$ cat config.mk
export PLATFORM = sky130hd
export DESIGN_NAME = video_unit_fragment_packetizer
export DESIGN_NICKNAME = d
export VERILOG_FILES = /design/src/rtl/vufp_pkg.sv /design/src/rtl/video_unit_fragment_packetizer.sv
export SDC_FILE = /design/constraint.sdc
export NUM_CORES = 1
export LEC_CHECK = 0
export BUFFER_PORTS_ARGS = -buffer_cell sky130_fd_sc_hd__clkbuf_2
export CORE_UTILIZATION = 35
export CTS_CLUSTER_DIAMETER = 120
export DETAILED_ROUTE_END_ITERATION = 12
export PLACE_DENSITY = 0.61
export SYNTH_ARGS = -nofsm -noshare
export SYNTH_HDL_FRONTEND = slang
export SYNTH_SLANG_ARGS = --single-unit
$ cat constraint.sdc
create_clock -name clock -period 5.5 [get_ports clock]
set_input_delay 1.1 -clock clock [delete_from_list [all_inputs] [get_ports clock]]
set_output_delay 1.1 -clock clock [all_outputs]
set_load 0.05 [all_outputs]
$ cat src/rtl/vufp_pkg.sv
package vufp_pkg;

   localparam int unsigned HDR_LEN = 10;
   localparam int unsigned HDR_CNT_BITS = 4;

   localparam logic [7:0] MARK_LAST = 8'hFF;
   localparam logic [7:0] MARK_MORE = 8'h00;

   localparam logic [HDR_CNT_BITS-1:0] HDR_POS_MARK  = 4'd0;
   localparam logic [HDR_CNT_BITS-1:0] HDR_POS_INDEX = 4'd1;
   localparam logic [HDR_CNT_BITS-1:0] HDR_POS_SEQ0  = 4'd2;
   localparam logic [HDR_CNT_BITS-1:0] HDR_POS_SEQ1  = 4'd3;
   localparam logic [HDR_CNT_BITS-1:0] HDR_POS_SEQ2  = 4'd4;
   localparam logic [HDR_CNT_BITS-1:0] HDR_POS_SEQ3  = 4'd5;
   localparam logic [HDR_CNT_BITS-1:0] HDR_POS_FMT0  = 4'd6;
   localparam logic [HDR_CNT_BITS-1:0] HDR_POS_FMT1  = 4'd7;
   localparam logic [HDR_CNT_BITS-1:0] HDR_POS_FMT2  = 4'd8;
   localparam logic [HDR_CNT_BITS-1:0] HDR_POS_FMT3  = 4'd9;
   localparam logic [HDR_CNT_BITS-1:0] HDR_POS_DONE  = HDR_CNT_BITS'(HDR_LEN);

   localparam logic CSR_MAX_PAYLOAD   = 1'b0;
   localparam logic CSR_STREAM_FORMAT = 1'b1;

   localparam logic [15:0] MAX_PAYLOAD_RESET   = 16'd50000;
   localparam logic [31:0] STREAM_FORMAT_RESET = 32'd19;

   typedef struct packed {
      logic [7:0] data;
      logic       open;
      logic       mark_last;
      logic       packet_last;
      logic       unit_last;
   } job_type;

endpackage

$ cat src/rtl/video_unit_fragment_packetizer.sv
// video unit fragment packetizer
// req channel: one byte of a video unit per beat, with the unit length and a
// first-byte flag; the length is taken on the first byte only.
// rsp channel: wire bytes; a byte that opens a packet is preceded by a 10-byte
// header (marker, packet index, unit sequence number, stream format word).
// csr port: index 0 writes max_payload, index 1 writes stream_format; write
// only while the block is idle.
// path: a payload byte goes from its req beat to the job register and then to
// the rsp output register; a byte that opens a packet follows its header.
// throughput: one req beat per cycle while no header is sent and rsp_stall
// is low; req_stall is high while the header is sent, set by the one-entry
// job register in front of the rsp output register.
// reset: counters and valid flags clear, csr registers return to their
// defaults (max_payload 50000, stream_format 19).
// rsp_stall holds the output register; the job register then fills and
// req_stall rises until the output register drains.
module video_unit_fragment_packetizer
   import vufp_pkg::*;
#(
   parameter int unsigned UNIT_LEN_BITS = 20
) (
   input  logic                     clock,
   input  logic                     reset,
   input  logic                     req_valid,
   output logic                     req_stall,
   input  logic [7:0]               req_data_byte,
   input  logic [UNIT_LEN_BITS-1:0] req_unit_length,
   input  logic                     req_unit_first,
   output logic                     rsp_valid,
   input  logic                     rsp_stall,
   output logic [7:0]               rsp_out_byte,
   output logic                     rsp_is_header,
   output logic                     rsp_packet_last,
   output logic                     rsp_unit_last,
   input  logic                     csr_wr_en,
   input  logic                     csr_index,
   input  logic [31:0]              csr_wdata
);

   logic [15:0]              max_payload_ff;
   logic [31:0]              stream_format_ff;
   logic [31:0]              unit_counter_ff, unit_counter_in;
   logic [7:0]               packet_index_ff, packet_index_in;
   logic [UNIT_LEN_BITS-1:0] unit_left_ff, unit_left_in;
   logic [15:0]              packet_left_ff, packet_left_in;

   logic                     job_valid_ff, job_valid_in;
   job_type                  job_ff, job_in;
   logic [HDR_CNT_BITS-1:0]  hdr_cnt_ff, hdr_cnt_in;

   logic                     rsp_valid_ff, rsp_valid_in;
   logic [7:0]               rsp_byte_ff, rsp_byte_in;
   logic                     rsp_hdr_ff, rsp_hdr_in;
   logic                     rsp_plast_ff, rsp_plast_in;
   logic                     rsp_ulast_ff, rsp_ulast_in;

   logic                     req_accept;
   logic                     out_load;
   logic                     hdr_beat;
   logic                     job_done;
   logic                     item_live;
   logic [UNIT_LEN_BITS-1:0] len_eff;
   logic [UNIT_LEN_BITS-1:0] unit_left_eff;
   logic [15:0]              packet_left_eff;
   logic [7:0]               packet_index_eff;
   logic [15:0]              mp_eff;
   logic                     fits;
   logic [15:0]              size;
   logic                     opens;
   logic [15:0]              packet_left_new;
   logic [7:0]               hdr_byte;

   // output side
   assign out_load = !rsp_valid_ff || !rsp_stall;
   assign hdr_beat = job_ff.open && (hdr_cnt_ff != HDR_POS_DONE);
   assign job_done = job_valid_ff && out_load && !hdr_beat;

   assign req_stall  = job_valid_ff && !job_done;
   assign req_accept = req_valid && !req_stall;

   always_comb begin
      case (hdr_cnt_ff)
         HDR_POS_MARK:  hdr_byte = job_ff.mark_last ? MARK_LAST : MARK_MORE;
         HDR_POS_INDEX: hdr_byte = packet_index_ff;
         HDR_POS_SEQ0:  hdr_byte = unit_counter_ff[7:0];
         HDR_POS_SEQ1:  hdr_byte = unit_counter_ff[15:8];
         HDR_POS_SEQ2:  hdr_byte = unit_counter_ff[23:16];
         HDR_POS_SEQ3:  hdr_byte = unit_counter_ff[31:24];
         HDR_POS_FMT0:  hdr_byte = stream_format_ff[7:0];
         HDR_POS_FMT1:  hdr_byte = stream_format_ff[15:8];
         HDR_POS_FMT2:  hdr_byte = stream_format_ff[23:16];
         HDR_POS_FMT3:  hdr_byte = stream_format_ff[31:24];
         default:       hdr_byte = MARK_MORE;
      endcase
   end

   always_comb begin
      rsp_valid_in = rsp_valid_ff;
      rsp_byte_in  = rsp_byte_ff;
      rsp_hdr_in   = rsp_hdr_ff;
      rsp_plast_in = rsp_plast_ff;
      rsp_ulast_in = rsp_ulast_ff;
      hdr_cnt_in   = hdr_cnt_ff;
      if (out_load) begin
         rsp_valid_in = job_valid_ff;
         if (job_valid_ff && hdr_beat) begin
            rsp_byte_in  = hdr_byte;
            rsp_hdr_in   = 1'b1;
            rsp_plast_in = 1'b0;
            rsp_ulast_in = 1'b0;
            hdr_cnt_in   = hdr_cnt_ff + HDR_CNT_BITS'(1);
         end else begin
            rsp_byte_in  = job_ff.data;
            rsp_hdr_in   = 1'b0;
            rsp_plast_in = job_ff.packet_last;
            rsp_ulast_in = job_ff.unit_last;
            hdr_cnt_in   = HDR_POS_MARK;
         end
      end
   end

   // input side: state update at accept
   always_comb begin
      len_eff          = (req_unit_length == '0) ? UNIT_LEN_BITS'(1) : req_unit_length;
      unit_left_eff    = req_unit_first ? len_eff : unit_left_ff;
      packet_left_eff  = req_unit_first ? 16'd0 : packet_left_ff;
      packet_index_eff = req_unit_first ? 8'd0 : packet_index_ff;
      item_live        = req_unit_first || (unit_left_ff != '0);
      mp_eff           = (max_payload_ff == 16'd0) ? 16'd1 : max_payload_ff;
      fits             = UNIT_LEN_BITS'(mp_eff) >= unit_left_eff;
      size             = fits ? unit_left_eff[15:0] : mp_eff;
      opens            = (packet_left_eff == 16'd0);
      packet_left_new  = opens ? size : packet_left_eff;

      unit_counter_in  = unit_counter_ff;
      packet_index_in  = packet_index_ff;
      unit_left_in     = unit_left_ff;
      packet_left_in   = packet_left_ff;
      job_valid_in     = job_done ? 1'b0 : job_valid_ff;
      job_in           = job_ff;

      if (req_accept && item_live) begin
         unit_counter_in = req_unit_first ? unit_counter_ff + 32'd1 : unit_counter_ff;
         packet_index_in = opens ? packet_index_eff + 8'd1 : packet_index_eff;
         unit_left_in    = unit_left_eff - UNIT_LEN_BITS'(1);
         packet_left_in  = packet_left_new - 16'd1;
         job_valid_in    = 1'b1;
         job_in.data        = req_data_byte;
         job_in.open        = opens;
         job_in.mark_last   = fits;
         job_in.packet_last = (packet_left_new == 16'd1);
         job_in.unit_last   = (unit_left_eff == UNIT_LEN_BITS'(1));
      end
   end

   always_ff @(posedge clock) begin
      if (reset) begin
         max_payload_ff   <= MAX_PAYLOAD_RESET;
         stream_format_ff <= STREAM_FORMAT_RESET;
      end else if (csr_wr_en) begin
         unique case (csr_index)
            CSR_MAX_PAYLOAD:   max_payload_ff   <= csr_wdata[15:0];
            CSR_STREAM_FORMAT: stream_format_ff <= csr_wdata;
            default: ;
         endcase
      end
   end

   always_ff @(posedge clock) begin
      if (reset) begin
         unit_counter_ff <= '0;
         packet_index_ff <= '0;
         unit_left_ff    <= '0;
         packet_left_ff  <= '0;
         job_valid_ff    <= 1'b0;
         hdr_cnt_ff      <= HDR_POS_MARK;
         rsp_valid_ff    <= 1'b0;
      end else begin
         unit_counter_ff <= unit_counter_in;
         packet_index_ff <= packet_index_in;
         unit_left_ff    <= unit_left_in;
         packet_left_ff  <= packet_left_in;
         job_valid_ff    <= job_valid_in;
         hdr_cnt_ff      <= hdr_cnt_in;
         rsp_valid_ff    <= rsp_valid_in;
      end
   end

   always_ff @(posedge clock) begin
      job_ff       <= job_in;
      rsp_byte_ff  <= rsp_byte_in;
      rsp_hdr_ff   <= rsp_hdr_in;
      rsp_plast_ff <= rsp_plast_in;
      rsp_ulast_ff <= rsp_ulast_in;
   end

   assign rsp_valid       = rsp_valid_ff;
   assign rsp_out_byte    = rsp_byte_ff;
   assign rsp_is_header   = rsp_hdr_ff;
   assign rsp_packet_last = rsp_plast_ff;
   assign rsp_unit_last   = rsp_ulast_ff;

endmodule

==> flow_summary_export.csv <==
group,metric,value,unit
sta,finalSetupTns,0,ns
route,wl,24500,um
cts,h-tree-depth,4,
finish,drive_gt1_frac,0.137,
power_and_ir_drop,power.internal,2.14,mW
cts,clock_latency,0.43,ns
finish,antenna_cells,0,
finish,area_growth,15.2,%
route,drtAntennaViolNets,0,
yosys,synth-seq-cells,153,
yosys,synth_edf_count,23,
route,viasPerCell,5.48,
cts,clk_pin_slew,0.07,ns
place,pre_cts_ws,0.184,ns
floorplan,die_y,157,um
worst_hold_path,hold_start,"stream_format_ff[26]",
cts,holdBufCountCts,0,
grt,grt_usage,0.204,
setup_path,reg2reg_to,"packet_index_ff[7]",
yosys,avgSynthCellArea,8.11,um^2
power_and_ir_drop,pwr-share-comb,0.206,
setup_path,crit_required,5.82,ns
grt,grt_pass1_wl,38900,um
setup_path,r2r_setup_slack,1.07,ns
grt,grt_max_degree,74,
floorplan,die_w,157,um
yosys,yosysMostFrequentCell,"nand2_1",
cts,cts.sinks,153,
cts,cts_tree,"yes",
yosys,synth.area.top_cells,"dfxtp_1 31%, nand2_1 9.1%, edfxtp_1 8.2%",
power_and_ir_drop,leakagePower,3.72,nW
floorplan,rows,56,
route,dr.pass1.iters,5,
yosys,synth_async_sr_flop_share,0,
grt,grt_pass1_vias,7076,
cts,numCtsBuffers,17,
yosys,yosys.area.top_type_share,0.309,
sta,fin_crit_sh,0.896,
flow_run,max_cap_viol_count,0,
power_and_ir_drop,ir_drop,0.180,mV
yosys,ys.flop_type,"dfxtp_1",
worst_hold_path,hold_depth,2,
setup_path,path_class,"input pin to register",
cts,postCtsSetupBuffers,0,
sta,report.final.slew_viol_count,0,
grt,antenna_found_initial,0,
sta,period_minus_slack,4.93,ns
setup_path,critical_path_peak_fanout,17,
place,gp_congestion,0.923,
finish,post-route-util,0.412,
yosys,ys_seq_area_frac,0.391,
yosys,synthesis.instances,1038,
power_and_ir_drop,switching_share,0.310,
route,wl_per_cell,17.3,um
sta,rsz0062_at_grt,"no",
worst_hold_path,min_to,"stream_format_ff[26]",
cts,cts_max_path_buffers,2,
floorplan,start_util,0.358,
setup_path,end_kind,"register",
floorplan,die-area,24700,um^2
sta,tightestPinTransition,1.06,ns
setup_path,cp-start-kind,"input pin",
sta,setup_viol,0,
route,drc,0,
yosys,synth_largest_area_cell,"dfxtp_1",
floorplan,core_area,23500,um^2
status,outcome,"complete, no violations",
route,vias,7760,
power_and_ir_drop,power.density,319,nW/um^2
floorplan,ioPinCount,80,
worst_hold_path,hp-class,"register to register",
sta,fmax,0.203,GHz
place,detailed_place_hpwl,18000,um
sta,fin_skew,0.0125,ns
yosys,syn-cell-area,8420,um^2
power_and_ir_drop,finalPower,3.09,mW
setup_path,reg2reg_depth,13,
yosys,synth_commonest_cells,"203 x nand2_1, 130 x dfxtp_1, 88 x a21oi_1",
yosys,synth_fp_nets,1131,
yosys,ys_types,80,
sta,slew_headroom,0.296,
route,drt_iter0_markers,592,
power_and_ir_drop,switching_power,958,uW
cts,cts_root_buf,"clkbuf_16",
place,numPortBuffers,79,
grt,overflow,0,
finish,layout.nets,1178,
sta,hold_violations,0,
setup_path,worstPathArrival,5.25,ns
sta,finalWorstSetupSlack,0.570,ns
power_and_ir_drop,clkPwrFrac,0.383,
yosys,yosys_warnings,0,
setup_path,reg2reg_from,"hdr_cnt_ff[0]",
power_and_ir_drop,pwr-share-seq,0.412,
cts,post_cts_resized,0,
==> area by class of cell <==
type | count | area (um^2)
fillers | 2438 | 13800
multi-input cells | 786 | 4740
flip-flops and latches | 153 | 3290
repair buffers | 103 | 578
clock buffers | 21 | 493
well taps | 319 | 399
clock inverters | 10 | 104
inverters | 24 | 90.1
==> state kept, by name (all words and copies together) (netlist names), 4 cells and up <==
register,flops
max_payload_ff,16
stream_format_ff,32
job_ff,12
unit_left_ff,20
hdr_cnt_ff,4
packet_left_ff,16
packet_index_ff,8
rsp_out_byte,8
unit_counter_ff,32
==> worst max-delay path by stage <==
stage	startpoint	endpoint	slack, ns	cells past startpoint
5_1_grt	req_unit_first	packet_left_ff[10]	0.21	17
3_3_place_gp	req_unit_first	packet_left_ff[10]	0.36	17
6_report	req_unit_first	packet_left_ff[10]	0.57	17
2_1_floorplan	req_unit_first	packet_left_ff[10]	0.31	19
3_5_place_dp	req_unit_first	packet_left_ff[10]	0.18	17
4_1_cts	req_unit_first	packet_left_ff[10]	0.63	17
==> kinds of logic after synthesis <==
| logic type | synth area share |
|---|---|
| AND/OR/NAND/NOR | 0.263 |
| AO/OA/AOI/OAI | 0.184 |
| flip-flops | 0.391 |
| buffers and inverters | 0.0459 |
| XOR/XNOR | 0.0489 |
| adder cells (fa/ha/maj) | 0.0386 |
| multiplexers | 0.0290 |
==> per-stage QoR <==
step	hold WS, ns	instances	instance area (um^2)
2_1_floorplan	0.432	1038	8420
3_3_place_gp	0.442	1385	9100
3_5_place_dp	0.449	1385	9100
4_1_cts	0.458	1416	9690
5_1_grt	0.470	1416	9690
6_report	0.456	1416	9690
==> routing by layer <==
metal	share of wire	global-route usage
met5	0	0
met4	0.030	0.0823
met3	0.049	0.0352
met2	0.47	0.331
met1	0.45	0.268
==> cell usage in the layout (no fill, tap or decap), types with 14 or more instances in the layout <==
master / count
nand2_1: 203
dfxtp_1: 130
a21oi_1: 88
clkbuf_2: 78
nor2_1: 73
nand3_1: 37
o21ai_0: 31
xor2_1: 29
ha_1: 26
buf_4: 25
edfxtp_1: 23
inv_1: 22
mux2i_1: 21
nor3_1: 19
clkbuf_16: 19
and3_1: 18
xnor2_1: 18
nor4_1: 17
a22oi_1: 16
nand3b_1: 14
nand4_1: 14
==> power groups by stage <==
stage | logic, mW | registers [mW] | clock network, mW
after detailed placement | 0.629 | 1.30 | 0
after global placement | 0.627 | 1.30 | 0
after floorplan | 0.421 | 1.32 | 0
after global routing | 0.699 | 1.28 | 1.25
final | 0.636 | 1.27 | 1.18
after CTS | 0.630 | 1.27 | 1.20
==> worst max-delay path, stage by stage <==
cell and delay (ns):
clkbuf_2 0.23, buf_4 0.31, mux2i_1 0.42, ha_1 0.33
and2_1 0.20, a221oi_2 0.27, o22ai_1 0.29, o31ai_2 0.41
inv_2 0.15, nand2_1 0.09, o21ai_0 0.08, a22oi_1 0.30
ha_1 0.25, nand2_1 0.15, nor4_1 0.33, nor3_1 0.08
a211o_1 0.23
No activity file was read; power rests on OpenSTA's default activity.
